$ cat src/rtl/core/atpgd_pkg.sv
`default_nettype none
// ----------------------------------------------------------------------------
// atpgd_pkg: shared types and constants of the triple-peak gesture detector
// Register indexes, reset values, pitch band limits and the control structs
// that pass between the lanes, the merge stage and the top level.
// ----------------------------------------------------------------------------
package atpgd_pkg;

    // configuration port
    localparam int CFG_INDEX_W = 3;
    localparam int CFG_DATA_W  = 16;

    localparam logic [CFG_INDEX_W-1:0] CFG_PEAK_THRESHOLD    = 3'd0;
    localparam logic [CFG_INDEX_W-1:0] CFG_RUN_LENGTH        = 3'd1;
    localparam logic [CFG_INDEX_W-1:0] CFG_PEAK_GAP_MS       = 3'd2;
    localparam logic [CFG_INDEX_W-1:0] CFG_MOTION_TIMEOUT_MS = 3'd3;
    localparam logic [CFG_INDEX_W-1:0] CFG_DOMINANCE_Q8      = 3'd4;

    localparam logic [14:0] PEAK_THRESHOLD_RST    = 15'd8192;
    localparam logic [3:0]  RUN_LENGTH_RST        = 4'd3;
    localparam logic [15:0] PEAK_GAP_MS_RST       = 16'd300;
    localparam logic [15:0] MOTION_TIMEOUT_MS_RST = 16'd1000;
    localparam logic [8:0]  DOMINANCE_Q8_RST      = 9'd205;

    // signed compare width for sample against threshold
    localparam int CMP_W = 17;

    // pitch bands, hundredths of a degree
    localparam logic signed [15:0] PITCH_LOW_CD  = -16'sd4500;
    localparam logic signed [15:0] PITCH_HIGH_CD = 16'sd4500;
    localparam logic [4:0] BAND_LOW  = 5'd0;
    localparam logic [4:0] BAND_MID  = 5'd6;
    localparam logic [4:0] BAND_HIGH = 5'd12;

    localparam logic [1:0] PEAKS_NONE  = 2'd0;
    localparam logic [1:0] PEAKS_ONE   = 2'd1;
    localparam logic [1:0] PEAKS_THREE = 2'd3;

    // merge stage to lanes
    typedef struct packed {
        logic expire;         // motion timed out: clear, keep old direction
        logic gesture_clear;  // gesture accepted: clear, keep new direction
    } lane_ctrl_t;

    // lane to merge stage
    typedef struct packed {
        logic [1:0] peaks;
        logic       first_pos;
    } lane_flags_t;

    // one result word
    typedef struct packed {
        logic       valid;
        logic [4:0] code;
    } gesture_t;

endpackage
`default_nettype wire

$ cat src/rtl/core/atpgd_ifs.sv
`default_nettype none
// ----------------------------------------------------------------------------
// atpgd_ifs: valid/ready channels of the gesture detector
// Sample channel carries the three axes, pitch and timestamp; the gesture
// channel carries one result word per sample.
// ----------------------------------------------------------------------------
interface atpgd_sample_if #(
    parameter int SAMPLE_BITS = 16
);
    logic                          valid;
    logic                          ready;
    logic signed [SAMPLE_BITS-1:0] sample_x;
    logic signed [SAMPLE_BITS-1:0] sample_y;
    logic signed [SAMPLE_BITS-1:0] sample_z;
    logic signed [15:0]            pitch_centideg;
    logic [31:0]                   now_ms;

    modport source (output valid, sample_x, sample_y, sample_z, pitch_centideg, now_ms,
                    input ready);
    modport sink   (input valid, sample_x, sample_y, sample_z, pitch_centideg, now_ms,
                    output ready);
endinterface

interface atpgd_gesture_if;
    logic       valid;
    logic       ready;
    logic       gesture_valid;
    logic [4:0] gesture_code;

    modport source (output valid, gesture_valid, gesture_code, input ready);
    modport sink   (input valid, gesture_valid, gesture_code, output ready);
endinterface
`default_nettype wire

$ cat src/rtl/core/atpgd_lane.sv
`default_nettype none
// ----------------------------------------------------------------------------
// atpgd_lane: peak tracker of one axis
// Holds the run counters, peak count, direction, last peak time and largest
// magnitude of one axis and computes their update for every accepted word.
// ----------------------------------------------------------------------------
module atpgd_lane
    import atpgd_pkg::*;
#(
    parameter int SAMPLE_BITS = 16
) (
    input  wire logic                                clk,
    input  wire logic                                rst_n,
    input  wire logic                                accept,
    input  wire logic signed [SAMPLE_BITS-1:0]       sample,
    input  wire logic [31:0]                         now_ms,
    input  wire logic [14:0]                         peak_threshold,
    input  wire logic [3:0]                          run_length,
    input  wire logic [15:0]                         peak_gap_ms,
    input  wire logic [8:0]                          dominance_q8,
    input  wire lane_ctrl_t                          ctrl,
    output      lane_flags_t                         flags_next,
    output      logic [SAMPLE_BITS-1:0]              largest_next,
    output      logic [SAMPLE_BITS+8:0]              product_next
);

    localparam int PW = SAMPLE_BITS + 9;

    logic [3:0]             pos_run_reg,   pos_run_next;
    logic [3:0]             neg_run_reg,   neg_run_next;
    logic [1:0]             peaks_reg,     peaks_next;
    logic                   first_pos_reg, first_pos_next;
    logic [31:0]            last_peak_reg, last_peak_next;
    logic [SAMPLE_BITS-1:0] largest_reg;

    logic signed [CMP_W-1:0] s_ext;
    logic signed [CMP_W-1:0] th;
    logic                    above;
    logic                    below;
    logic [SAMPLE_BITS-1:0]  mag;
    logic [3:0]              pr;
    logic [3:0]              nr;
    logic [1:0]              pk;
    logic [31:0]             lp;
    logic [SAMPLE_BITS-1:0]  lm;
    logic                    gap_expired;
    logic                    want_pos;
    logic [PW-1:0]           mag_prod;
    logic [PW-1:0]           old_prod;

    assign s_ext = CMP_W'(sample);
    assign th    = signed'({{(CMP_W-15){1'b0}}, peak_threshold});
    assign above = s_ext > th;
    assign below = s_ext < -th;
    assign mag   = sample[SAMPLE_BITS-1] ? SAMPLE_BITS'(~sample + 1'b1)
                                         : SAMPLE_BITS'(sample);

    always_comb
    begin
        // an axis still holding three peaks starts over
        if (peaks_reg == PEAKS_THREE)
        begin
            pr = '0;
            nr = '0;
            pk = PEAKS_NONE;
            lp = now_ms;
            lm = '0;
        end
        else
        begin
            pr = pos_run_reg;
            nr = neg_run_reg;
            pk = peaks_reg;
            lp = last_peak_reg;
            lm = largest_reg;
        end

        gap_expired    = 1'b0;
        want_pos       = 1'b0;
        first_pos_next = first_pos_reg;
        pos_run_next   = pr;
        neg_run_next   = nr;
        peaks_next     = pk;
        last_peak_next = lp;

        if (pk == PEAKS_NONE)
        begin
            priority if (above)
                pos_run_next = pr + 4'd1;
            else if (below)
                neg_run_next = nr + 4'd1;
            else
            begin
                pos_run_next = '0;
                neg_run_next = '0;
            end
            priority if (pos_run_next == run_length)
            begin
                pos_run_next   = '0;
                first_pos_next = 1'b1;
                peaks_next     = PEAKS_ONE;
                last_peak_next = now_ms;
            end
            else if (neg_run_next == run_length)
            begin
                neg_run_next   = '0;
                first_pos_next = 1'b0;
                peaks_next     = PEAKS_ONE;
                last_peak_next = now_ms;
            end
            else
            begin
                // no peak yet: keep counting
            end
        end
        else if ((now_ms - lp) > {16'd0, peak_gap_ms})
        begin
            gap_expired    = 1'b1;
            pos_run_next   = '0;
            neg_run_next   = '0;
            peaks_next     = PEAKS_NONE;
            last_peak_next = now_ms;
        end
        else
        begin
            // second peak opposes the first, third repeats it
            want_pos = (pk == PEAKS_ONE) ? !first_pos_reg : first_pos_reg;
            if (want_pos)
                pos_run_next = above ? pr + 4'd1 : 4'd0;
            else
                neg_run_next = below ? nr + 4'd1 : 4'd0;
            if (pos_run_next == run_length || neg_run_next == run_length)
            begin
                pos_run_next   = '0;
                neg_run_next   = '0;
                peaks_next     = pk + 2'd1;
                last_peak_next = now_ms;
            end
        end
    end

    // dominance products of both candidates side by side, then select
    assign mag_prod = PW'(mag) * PW'(dominance_q8);
    assign old_prod = PW'(lm) * PW'(dominance_q8);

    always_comb
    begin
        if (gap_expired)
        begin
            largest_next = '0;
            product_next = '0;
        end
        else if (lm < mag)
        begin
            largest_next = mag;
            product_next = mag_prod;
        end
        else
        begin
            largest_next = lm;
            product_next = old_prod;
        end
    end

    assign flags_next.peaks     = peaks_next;
    assign flags_next.first_pos = first_pos_next;

    always_ff @(posedge clk or negedge rst_n)
    begin
        if (!rst_n)
        begin
            pos_run_reg   <= '0;
            neg_run_reg   <= '0;
            peaks_reg     <= PEAKS_NONE;
            first_pos_reg <= 1'b0;
            last_peak_reg <= '0;
            largest_reg   <= '0;
        end
        else if (accept)
        begin
            if (ctrl.expire || ctrl.gesture_clear)
            begin
                pos_run_reg   <= '0;
                neg_run_reg   <= '0;
                peaks_reg     <= PEAKS_NONE;
                last_peak_reg <= now_ms;
                largest_reg   <= '0;
                // expiry drops the word: hold the old direction
                if (!ctrl.expire)
                    first_pos_reg <= first_pos_next;
            end
            else
            begin
                pos_run_reg   <= pos_run_next;
                neg_run_reg   <= neg_run_next;
                peaks_reg     <= peaks_next;
                first_pos_reg <= first_pos_next;
                last_peak_reg <= last_peak_next;
                largest_reg   <= largest_next;
            end
        end
    end

endmodule
`default_nettype wire

$ cat src/rtl/core/atpgd_merge.sv
`default_nettype none
// ----------------------------------------------------------------------------
// atpgd_merge: combines the lane results into one gesture decision
// Tracks the motion window, picks the first axis with three peaks, checks
// dominance over the other axes and forms the gesture code.
// ----------------------------------------------------------------------------
module atpgd_merge
    import atpgd_pkg::*;
#(
    parameter int NUM_AXES    = 3,
    parameter int SAMPLE_BITS = 16
) (
    input  wire logic                   clk,
    input  wire logic                   rst_n,
    input  wire logic                   accept,
    input  wire logic [31:0]            now_ms,
    input  wire logic signed [15:0]     pitch_centideg,
    input  wire logic [15:0]            motion_timeout_ms,
    input  wire lane_flags_t            flags_next   [NUM_AXES],
    input  wire logic [SAMPLE_BITS-1:0] largest_next [NUM_AXES],
    input  wire logic [SAMPLE_BITS+8:0] product_next [NUM_AXES],
    output      lane_ctrl_t             ctrl,
    output      gesture_t               result
);

    logic        active_reg, active_next;
    logic [31:0] start_reg,  start_next;

    logic          expire;
    logic          any_first;
    logic          found;
    logic          accepted;
    logic [4:0]    band;
    logic [4:0]    code;
    logic [NUM_AXES-1:0] dominant;

    assign expire = active_reg && ((now_ms - start_reg) > {16'd0, motion_timeout_ms});

    always_comb
    begin
        priority if (pitch_centideg < PITCH_LOW_CD)
            band = BAND_LOW;
        else if (pitch_centideg < PITCH_HIGH_CD)
            band = BAND_MID;
        else
            band = BAND_HIGH;
    end

    // each axis against every other one
    always_comb
    begin
        for (int a = 0; a < NUM_AXES; a++)
        begin
            dominant[a] = 1'b1;
            for (int o = 0; o < NUM_AXES; o++)
            begin
                if (o != a && !(product_next[a] > {largest_next[o], 8'd0}))
                    dominant[a] = 1'b0;
            end
        end
    end

    // only the first axis with three peaks is examined
    always_comb
    begin
        found     = 1'b0;
        accepted  = 1'b0;
        code      = '0;
        any_first = 1'b0;
        for (int a = 0; a < NUM_AXES; a++)
        begin
            if (flags_next[a].peaks == PEAKS_ONE)
                any_first = 1'b1;
            if (!found && flags_next[a].peaks == PEAKS_THREE)
            begin
                found    = 1'b1;
                accepted = dominant[a];
                code     = 5'(2 * a + 1) + {4'd0, flags_next[a].first_pos} + band;
            end
        end
    end

    assign ctrl.expire        = expire;
    assign ctrl.gesture_clear = !expire && accepted;

    assign result.valid = ctrl.gesture_clear;
    assign result.code  = ctrl.gesture_clear ? code : 5'd0;

    always_comb
    begin
        active_next = active_reg;
        start_next  = start_reg;
        if (expire || accepted)
        begin
            active_next = 1'b0;
            start_next  = now_ms;
        end
        else if (!active_reg && any_first)
        begin
            active_next = 1'b1;
            start_next  = now_ms;
        end
    end

    always_ff @(posedge clk or negedge rst_n)
    begin
        if (!rst_n)
        begin
            active_reg <= 1'b0;
            start_reg  <= '0;
        end
        else if (accept)
        begin
            active_reg <= active_next;
            start_reg  <= start_next;
        end
    end

endmodule
`default_nettype wire

$ cat src/rtl/core/accel_triple_peak_gesture_detector_top.sv
`default_nettype none
// ----------------------------------------------------------------------------
// accel_triple_peak_gesture_detector_top: triple-peak gesture detector
// One accelerometer sample in, one gesture word out, one lane per axis.
// ----------------------------------------------------------------------------
// Usage:
//   samples  : valid/ready sink. Each word is one accelerometer sample (x, y,
//              z, pitch, millisecond timestamp) and is taken on valid & ready.
//   gestures : valid/ready source. Exactly one word per sample, in order:
//              gesture_valid high and gesture_code set when that sample
//              completed an accepted gesture, otherwise both zero.
//   cfg_*    : write port for the five registers; write only while idle.
// Each taken sample's word is registered into the output buffer. Throughput
// is one sample per cycle while the buffer has room; the per-axis lane update
// and the merge decision are both combinational, since each sample needs the
// state the previous one left.
// A two-word output buffer decouples the channels: samples keep flowing while
// a word waits, and ready drops only once two words are unclaimed. When the
// receiver stalls, held words stay put and are delivered in order.
// Reset clears all tracking state, empties the buffer and loads the register
// defaults (threshold 8192, run 3, gap 300 ms, timeout 1000 ms, ratio 205).
// ----------------------------------------------------------------------------
module accel_triple_peak_gesture_detector_top
    import atpgd_pkg::*;
#(
    parameter int NUM_AXES    = 3,
    parameter int SAMPLE_BITS = 16
) (
    input  wire logic                   clk,
    input  wire logic                   rst_n,
    atpgd_sample_if.sink                samples,
    atpgd_gesture_if.source             gestures,
    input  wire logic                   cfg_wr_en,
    input  wire logic [CFG_INDEX_W-1:0] cfg_index,
    input  wire logic [CFG_DATA_W-1:0]  cfg_data
);

    // ---------------- configuration registers ----------------
    logic [14:0] peak_threshold_reg;
    logic [3:0]  run_length_reg;
    logic [15:0] peak_gap_ms_reg;
    logic [15:0] motion_timeout_ms_reg;
    logic [8:0]  dominance_q8_reg;

    always_ff @(posedge clk or negedge rst_n)
    begin
        if (!rst_n)
        begin
            peak_threshold_reg    <= PEAK_THRESHOLD_RST;
            run_length_reg        <= RUN_LENGTH_RST;
            peak_gap_ms_reg       <= PEAK_GAP_MS_RST;
            motion_timeout_ms_reg <= MOTION_TIMEOUT_MS_RST;
            dominance_q8_reg      <= DOMINANCE_Q8_RST;
        end
        else if (cfg_wr_en)
        begin
            // indexes beyond the list are dropped
            unique case (cfg_index)
                CFG_PEAK_THRESHOLD:    peak_threshold_reg    <= cfg_data[14:0];
                CFG_RUN_LENGTH:        run_length_reg        <= cfg_data[3:0];
                CFG_PEAK_GAP_MS:       peak_gap_ms_reg       <= cfg_data;
                CFG_MOTION_TIMEOUT_MS: motion_timeout_ms_reg <= cfg_data;
                CFG_DOMINANCE_Q8:      dominance_q8_reg      <= cfg_data[8:0];
                default:               ;
            endcase
        end
    end

    // ---------------- handshake ----------------
    logic [1:0] count_reg, count_next;
    logic       push;
    logic       pop;

    assign samples.ready = (count_reg != 2'd2);
    assign push          = samples.valid && samples.ready;
    assign pop           = gestures.valid && gestures.ready;

    // ---------------- axis lanes ----------------
    logic signed [SAMPLE_BITS-1:0] lane_sample  [NUM_AXES];
    lane_flags_t                   flags_next   [NUM_AXES];
    logic [SAMPLE_BITS-1:0]        largest_next [NUM_AXES];
    logic [SAMPLE_BITS+8:0]        product_next [NUM_AXES];
    lane_ctrl_t                    lane_ctrl;
    gesture_t                      result;

    assign lane_sample[0] = samples.sample_x;
    if (NUM_AXES > 1)
    begin : g_axis_y
        assign lane_sample[1] = samples.sample_y;
    end
    if (NUM_AXES > 2)
    begin : g_axis_z
        assign lane_sample[2] = samples.sample_z;
    end

    for (genvar g = 0; g < NUM_AXES; g++)
    begin : g_lane
        atpgd_lane #(
            .SAMPLE_BITS (SAMPLE_BITS)
        ) u_lane (
            .clk            (clk),
            .rst_n          (rst_n),
            .accept         (push),
            .sample         (lane_sample[g]),
            .now_ms         (samples.now_ms),
            .peak_threshold (peak_threshold_reg),
            .run_length     (run_length_reg),
            .peak_gap_ms    (peak_gap_ms_reg),
            .dominance_q8   (dominance_q8_reg),
            .ctrl           (lane_ctrl),
            .flags_next     (flags_next[g]),
            .largest_next   (largest_next[g]),
            .product_next   (product_next[g])
        );
    end

    // ---------------- merge ----------------
    atpgd_merge #(
        .NUM_AXES    (NUM_AXES),
        .SAMPLE_BITS (SAMPLE_BITS)
    ) u_merge (
        .clk               (clk),
        .rst_n             (rst_n),
        .accept            (push),
        .now_ms            (samples.now_ms),
        .pitch_centideg    (samples.pitch_centideg),
        .motion_timeout_ms (motion_timeout_ms_reg),
        .flags_next        (flags_next),
        .largest_next      (largest_next),
        .product_next      (product_next),
        .ctrl              (lane_ctrl),
        .result            (result)
    );

    // ---------------- two-word output buffer ----------------
    // head_reg drives the port, tail_reg holds a second word during a stall
    gesture_t head_reg, head_next;
    gesture_t tail_reg, tail_next;

    always_comb
    begin
        head_next  = head_reg;
        tail_next  = tail_reg;
        count_next = count_reg;
        unique case ({push, pop})
            2'b10:
            begin
                if (count_reg == 2'd0)
                    head_next = result;
                else
                    tail_next = result;
                count_next = count_reg + 2'd1;
            end
            2'b01:
            begin
                head_next  = tail_reg;
                count_next = count_reg - 2'd1;
            end
            2'b11:
            begin
                // advance: the word behind the head moves up, the new word follows
                if (count_reg == 2'd2)
                begin
                    head_next = tail_reg;
                    tail_next = result;
                end
                else
                    head_next = result;
            end
            default: ;
        endcase
    end

    always_ff @(posedge clk or negedge rst_n)
    begin
        if (!rst_n)
            count_reg <= 2'd0;
        else
            count_reg <= count_next;
    end

    always_ff @(posedge clk)
    begin
        head_reg <= head_next;
        tail_reg <= tail_next;
    end

    assign gestures.valid         = (count_reg != 2'd0);
    assign gestures.gesture_valid = head_reg.valid;
    assign gestures.gesture_code  = head_reg.code;

    // ---------------- assertions ----------------
    // a reported gesture carries a code from the defined range, none carries zero
    a_code_range: assert property (@(posedge clk) disable iff (!rst_n)
        push |-> (result.valid ? (result.code >= 5'd1 && result.code <= 5'd18)
                               : (result.code == 5'd0)))
        else $error("gesture code out of range");

    // a drain without a new word shrinks the buffer by one
    a_drain: assert property (@(posedge clk) disable iff (!rst_n)
        (pop && !push) |=> (count_reg == $past(count_reg) - 2'd1))
        else $error("output buffer count lost track on drain");

    // a word taken into an empty buffer is offered on the next cycle
    a_offer: assert property (@(posedge clk) disable iff (!rst_n)
        (push && count_reg == 2'd0) |=> gestures.valid)
        else $error("accepted word not offered");

    // a stalled full buffer neither overfills nor changes its head word
    a_no_overflow: assert property (@(posedge clk) disable iff (!rst_n)
        (count_reg == 2'd2 && !pop) |=> (count_reg == 2'd2 && $stable(head_reg)))
        else $error("stalled full buffer changed");

endmodule
`default_nettype wire

$ cat src/flat_wrapper.sv
// flat-port wrapper written by rule: the top's interface ports become plain ports
module accel_triple_peak_gesture_detector_top_flat import atpgd_pkg::*;
#(
    parameter int NUM_AXES    = 3,
    parameter int SAMPLE_BITS = 16
)
  (clk, rst_n, cfg_wr_en, cfg_index, cfg_data, samples_valid, samples_sample_x, samples_sample_y, samples_sample_z, samples_pitch_centideg, samples_now_ms, samples_ready, gestures_valid, gestures_gesture_valid, gestures_gesture_code, gestures_ready);
  atpgd_sample_if #(.SAMPLE_BITS(SAMPLE_BITS)) samples_i ();
  atpgd_gesture_if gestures_i ();
  input  wire logic clk;
  input  wire logic rst_n;
  input  wire logic cfg_wr_en;
  input  wire logic [CFG_INDEX_W-1:0] cfg_index;
  input  wire logic [CFG_DATA_W-1:0] cfg_data;
  input wire logic [$bits(samples_i.valid)-1:0] samples_valid;
  input wire logic [$bits(samples_i.sample_x)-1:0] samples_sample_x;
  input wire logic [$bits(samples_i.sample_y)-1:0] samples_sample_y;
  input wire logic [$bits(samples_i.sample_z)-1:0] samples_sample_z;
  input wire logic [$bits(samples_i.pitch_centideg)-1:0] samples_pitch_centideg;
  input wire logic [$bits(samples_i.now_ms)-1:0] samples_now_ms;
  output wire logic [$bits(samples_i.ready)-1:0] samples_ready;
  output wire logic [$bits(gestures_i.valid)-1:0] gestures_valid;
  output wire logic [$bits(gestures_i.gesture_valid)-1:0] gestures_gesture_valid;
  output wire logic [$bits(gestures_i.gesture_code)-1:0] gestures_gesture_code;
  input wire logic [$bits(gestures_i.ready)-1:0] gestures_ready;
  assign samples_i.valid = samples_valid;
  assign samples_i.sample_x = samples_sample_x;
  assign samples_i.sample_y = samples_sample_y;
  assign samples_i.sample_z = samples_sample_z;
  assign samples_i.pitch_centideg = samples_pitch_centideg;
  assign samples_i.now_ms = samples_now_ms;
  assign samples_ready = samples_i.ready;
  assign gestures_valid = gestures_i.valid;
  assign gestures_gesture_valid = gestures_i.gesture_valid;
  assign gestures_gesture_code = gestures_i.gesture_code;
  assign gestures_i.ready = gestures_ready;
  accel_triple_peak_gesture_detector_top #(.NUM_AXES(NUM_AXES), .SAMPLE_BITS(SAMPLE_BITS)) u_core (.clk(clk), .rst_n(rst_n), .samples(samples_i), .gestures(gestures_i), .cfg_wr_en(cfg_wr_en), .cfg_index(cfg_index), .cfg_data(cfg_data));
endmodule
$ cat config.mk
export PLATFORM = sky130hd
export DESIGN_NAME = accel_triple_peak_gesture_detector_top_flat
export DESIGN_NICKNAME = d
export VERILOG_FILES = /design/src/rtl/core/atpgd_pkg.sv /design/src/rtl/core/atpgd_ifs.sv /design/src/rtl/core/atpgd_lane.sv /design/src/rtl/core/atpgd_merge.sv /design/src/rtl/core/accel_triple_peak_gesture_detector_top.sv /design/src/flat_wrapper.sv
export SDC_FILE = /design/constraint.sdc
export NUM_CORES = 2
export LEC_CHECK = 0
export BUFFER_PORTS_ARGS = -buffer_cell sky130_fd_sc_hd__buf_2
export CAP_MARGIN = 40
export CORE_UTILIZATION = 56
export DETAILED_ROUTE_END_ITERATION = 7
export GPL_ROUTABILITY_DRIVEN = 0
export GPL_TIMING_DRIVEN = 0
export PLACE_DENSITY_LB_ADDON = 0.25
export REMOVE_ABC_BUFFERS = 1
export SLEW_MARGIN = 10
export SYNTH_ARGS = -nofsm -noshare
export SYNTH_HDL_FRONTEND = slang
export SYNTH_HIERARCHICAL = 1
export SYNTH_SLANG_ARGS = --single-unit
$ cat constraint.sdc
create_clock -name clk -period 30.2 [get_ports clk]
set_input_delay 6.04 -clock clk [delete_from_list [all_inputs] [get_ports clk]]
set_output_delay 6.04 -clock clk [all_outputs]
set_load 0.005 [all_outputs]
# Yosys cells after proc, flatten, opt, wreduce, memory -nomap -nowiden
# Index checks and enable logic that the tools add are counted.
op_classes:
  n_addsub: 25
  n_mul: 6
  n_lt_le_gt_ge: 21
  n_eq_ne: 37
  n_mux: 196
  bitwise: 3
  n_reduce_logical: 38
op_table:
  columns: ["cell", "count"]
  rows:
  - ["32-bit 2-to-1 mux", 23]
  - ["4-bit 2-to-1 mux", 79]
  - ["16-bit 2-to-1 mux", 15]
  - ["25-bit by 24-bit > comparator with 1-bit output", 6]
  - ["16-bit by 9-bit multiplier with 25-bit output", 6]
  - ["25-bit 2-to-1 mux", 6]
  - ["32-bit by 16-bit > comparator with 1-bit output", 4]
  - ["32-bit subtractor", 4]
  - ["16-bit by 17-bit < comparator with 1-bit output", 3]
  - ["16-bit by 1-bit adder with 16-bit output, second input constant", 3]
  - ["4-bit equality test", 12]
  - ["16-bit > comparator", 3]
  - ["16-bit < comparator", 3]
  - ["16-bit inverter", 3]
  - ["2-bit 2-to-1 mux", 21]
  - ["1-bit 2-to-1 mux", 40]
  - ["16-bit by 14-bit < comparator with 1-bit output, second input constant", 2]
  - ["5-bit 2-to-1 mux", 5]
  - ["4-bit by 1-bit adder with 4-bit output, second input constant", 6]
  - ["6-bit 2-to-1 mux", 4]
  - ["2-bit equality test, second input constant", 9]
  - ["6-bit case mux with 3 select lines", 1]
  - ["15-bit negator with 17-bit output", 1]
  - ["2-bit AND reduction", 8]
  - ["24 further kinds", 59]
word_totals:
  regBits: 284
  in_bits: 120
  output_inout_bits: 8
  word_cells: 356

# Depth between registers and ports, before layout
depth:
  ltp_word: 24
  mapped_depth: 47
  depth_no_buf: 41

# Cells and area by module
# The synthesis kept the hierarchy.
modules_own_cells:
  columns: ["mod", "instances", "cells_each", "area_each_um2", "seq_area_each_um2"]
  rows:
  - ["atpgd_lane (u_core.g_lane[2].u_lane)", 1, 2281, 18052.3, 1476.4]
  - ["atpgd_lane (u_core.g_lane[1].u_lane)", 1, 2269, 18011.0, 1476.4]
  - ["atpgd_lane (u_core.g_lane[0].u_lane)", 1, 2062, 16958.8, 1476.4]
  - ["atpgd_merge", 1, 828, 6749.0, 825.8]
  - ["accel_triple_peak_gesture_detector_top", 1, 182, 3011.6, 1934.4]

# Worst setup path before layout
# Ideal clock, no wire load.
synth_timing:
  path_kind: "in2reg"
  from: "input port samples_sample_y[7]"
  to: "register u_core.g_lane[2].u_lane.last_peak_reg[0]"
  setup_ns: 0.116
  t_arrival_ns: 14.826
  required_ns: 30.084
  path_slack_ns: 15.258
  path_stages: 38
  path_buffers: 3
  cell_sequence: "or4_1 nor4_1 nand3_1 o41a_1 xor2_1 clkbuf_1 nand2_1 fa_1 inv_1 fa_1 fa_1 inv_1 fa_1 inv_1 ha_1 a21o_1 a21o_1 a21oi_1 (+2 left out) a41o_1 o41a_1 xnor2_1 mux2i_1 nor2b_1 ha_1 nand3_1 nor4_1 nand3_1 a21oi_1 nor4_1 a311oi_2 nor2_1 nor3_1 clkbuf_1 clkbuf_1 nand4_1 o311ai_0"
synth_rtl:
  columns: ["item", "line_no", "rtl"]
  rows:
  - ["from (decl)", "flat_wrapper.sv:17", "input wire logic [$bits(samples_i.sample_y)-1:0] samples_sample_y;"]
  - ["to (signal assigned)", "atpgd_lane.sv:186", "last_peak_reg <= now_ms;"]
  - ["to (signal assigned)", "atpgd_lane.sv:198", "last_peak_reg <= last_peak_next;"]
  - ["to (decl)", "atpgd_lane.sv:33", "logic [31:0] last_peak_reg, last_peak_next;"]

==> impl_metrics.py <==
metrics = {
    "routing": {
        "drc": 0,
        "dr.first_iter.drc_count": 4676,
        "drtAntennaViolNets": 0,
        "wl_per_cell_um": 20.6,
        "drt-pass1-iter-count": 6,
        "num_vias": 55900,
        "vias_per_cell": 6.18,
        "wl_um": 186000,
    },
    "synthesis": {
        "synth_seq_cells": 284,
        "syn_area_mm2": 0.0628,
        "syn_area_per_cell_um2": 8.24,
        "yosys_warnings": 6,
        "synth_edf_count": 12,
        "yosysTopAreaCell": "fa_1",
        "synth_top_area_share": 0.191,
        "synth-main-ff-cell": "dfrtp_1",
        "async_flop_share": 0.958,
        "synthCells": 7622,
        "synthDistinctLibCells": 126,
        "synth_area_leaders": "fa_1 (19%), ha_1 (14%), dfrtp_1 (10%)",
        "synth_seq_area_share": 0.115,
    },
    "timing": {
        "tightest_slew_ns": 1.01,
        "period_share": 0.585,
        "finalSetupViolations": 0,
        "drv_slew": 0,
        "slew_headroom": 0.325,
        "rsz0062_at_grt": "no",
        "fin_crit_ns": 17.67,
        "fmax_mhz": 56.6,
        "fin_setup_tns_ns": 0,
        "skew_ns": 0.0368,
        "report.final.hold_viol_count": 0,
    },
    "min_path": {
        "hold_path_class": "reg2reg",
    },
    "cells_and_area": {
        "largest_register_ffs": 96,
        "final_nets": 8956,
        "synthToLayoutAreaGrowth_pct": 6.06,
        "drive_gt1_frac": 0.0755,
    },
    "clock_tree": {
        "cts_setup_buffers": 0,
        "clock_latency_ns": 0.60,
        "postCtsResizedCells": 0,
        "cts_tree": "built",
        "htree_levels": 2,
        "clockRootBuffer": "clkbuf_16",
        "hold_buffers": 0,
        "cts_buffers": 39,
        "cts_num_sinks": 284,
        "clockBufferDepth": 3,
        "clkTransAtPathRegs_ns": 0.05,
    },
    "worst_setup_path": {
        "crit_slowest_cell": "xor2_2",
        "start_kind": "primary input",
        "cp-end-kind": "flip-flop",
        "critPathKind": "in2reg",
        "critPathArrivalTime_ns": 18.11,
        "cp_max_fo": 18,
        "max_stage_delay_ns": 0.74,
        "cp.required_ns": 30.65,
    },
    "die": {
        "start_util": 0.566,
        "ios": 128,
        "die_w_um": 337,
        "coreArea_mm2": 0.111,
        "dieHeight_um": 337,
        "rows": 122,
        "die_area_mm2": 0.113,
    },
    "run_status": {
        "status": "complete, no violations",
    },
    "global_route": {
        "grt_pass1_vias": 55400,
        "grt.total_usage": 0.327,
        "antenna_found_initial": 15,
        "grt_pass1_wl_um": 297000,
        "grt_max_degree": 144,
        "overflow": 0,
    },
    "job": {
        "max_cap_violations": 0,
    },
    "placed_design": {
        "dpl.hpwl_um": 142000,
        "io_buffers": 125,
    },
}
## logic make-up (layout without fill, tap and decap cells)
logic type                 count (synthesis)  after routing  share of synthesized area
and+or+nand+nor                         2393           2393                      0.196
buffers and inverters                   1525           1449                     0.0957
AOI/OAI and AO/OA                       1509           1509                      0.165
adders and majority gates               1317           1317                      0.334
xor gates and xnor gates                 306            306                     0.0427
muxes                                    288            288                     0.0523
DFF                                      284            284                      0.115
other                                      0              6                          0
## Yosys cell counts, types with 155 or more instances
cell         n
inv_1     1149
ha_1       719
nand2_1    687
fa_1       598
nor2_1     456
a21oi_1    361
and2_1     307
clkbuf_1   299
dfrtp_1    254
o21ai_0    243
nor2b_1    200
xnor2_1    192
mux2i_1    155
## metal layers
layer,part of all wire,vias to the layer above,global-route usage
li1,-,25600,-
met1,0.41,27600,0.424
met2,0.46,2221,0.533
met3,0.079,439,0.0566
met4,0.045,12,0.147
met5,0.00032,-,0
## placed cells by master, fill, tap and decap left out, types with 49 or more instances in the layout
cell,n
mux2i_1,155
nor3_1,88
dfrtp_1,250
nor2_1,455
mux2_2,62
o211ai_1,80
and2_1,306
o21a_1,54
a211oi_1,56
a21oi_1,361
buf_2,126
a21o_1,149
xnor2_1,186
and4_1,49
a31oi_1,66
nand2_1,686
xor2_1,108
nand2b_1,148
o21ai_0,243
nand3_1,112
fa_1,598
nand4_1,110
o22ai_1,63
inv_1,1147
buf_4,53
ha_1,715
nor2b_1,199
and3_1,86
mux2_4,60
## path summary, 6_finish.rpt
| check | depth (start not counted) | start | slack [ns] | endpoint |
|---|---|---|---|---|
| max | 42 | samples_sample_x[5] | 12.53 | u_core/g_lane[2].u_lane/last_peak_reg[4] |
| min | 2 | u_core/g_lane[0].u_lane/largest_reg[13] | 0.50 | u_core/g_lane[0].u_lane/largest_reg[13] |
| max reg2reg | 45 | u_core/g_lane[2].u_lane/peaks_reg[0] | 17.50 | u_core/g_lane[2].u_lane/last_peak_reg[4] |
| min reg2reg | 2 | u_core/g_lane[0].u_lane/largest_reg[13] | 0.50 | u_core/g_lane[0].u_lane/largest_reg[13] |
| max in group asynchronous | 4 | rst_n | 23.29 | u_core/dominance_q8_reg[8] |
| min in group asynchronous | 1 | rst_n | 5.31 | u_core/g_lane[2].u_lane/largest_reg[0] |
## per-stage QoR
stage	util	hold slack, ns	cell area [um2]	setup WS, ns	instances
after floorplan	-	0.465	61100	10.19	7247
after global placement	0.573	0.484	63600	3.30	8860
after detailed placement	0.589	0.492	65300	12.34	8965
after CTS	0.600	0.504	66600	12.89	9033
after global routing	0.600	0.516	66600	12.14	9038
final	0.600	0.504	66600	12.53	9040
## area by class of cell
cell class | count | area, um2
Timing Repair Buffer | 231 | 2090
Sequential cell | 284 | 7220
Clock buffer | 53 | 1110
Fill cell | 9863 | 44400
Inverter | 1150 | 4320
Tap cell | 1488 | 1860
Multi-Input combinational cell | 5813 | 49800
Antenna cell | 6 | 15.0
Clock inverter | 15 | 129
## critical path, delay by kind of cell
kind	cells	cell delay, ns
AOI/OAI and AO/OA	13	3.02
xor gates and xnor gates	2	0.89
adders and majority gates	6	2.80
buffers and inverters	8	1.55
muxes	1	0.37
and+or+nand+nor	12	3.41
Power is left out: the tool's default activity adds up to more than one toggle a clock period on the data nets, which glitch-free logic cannot reach.
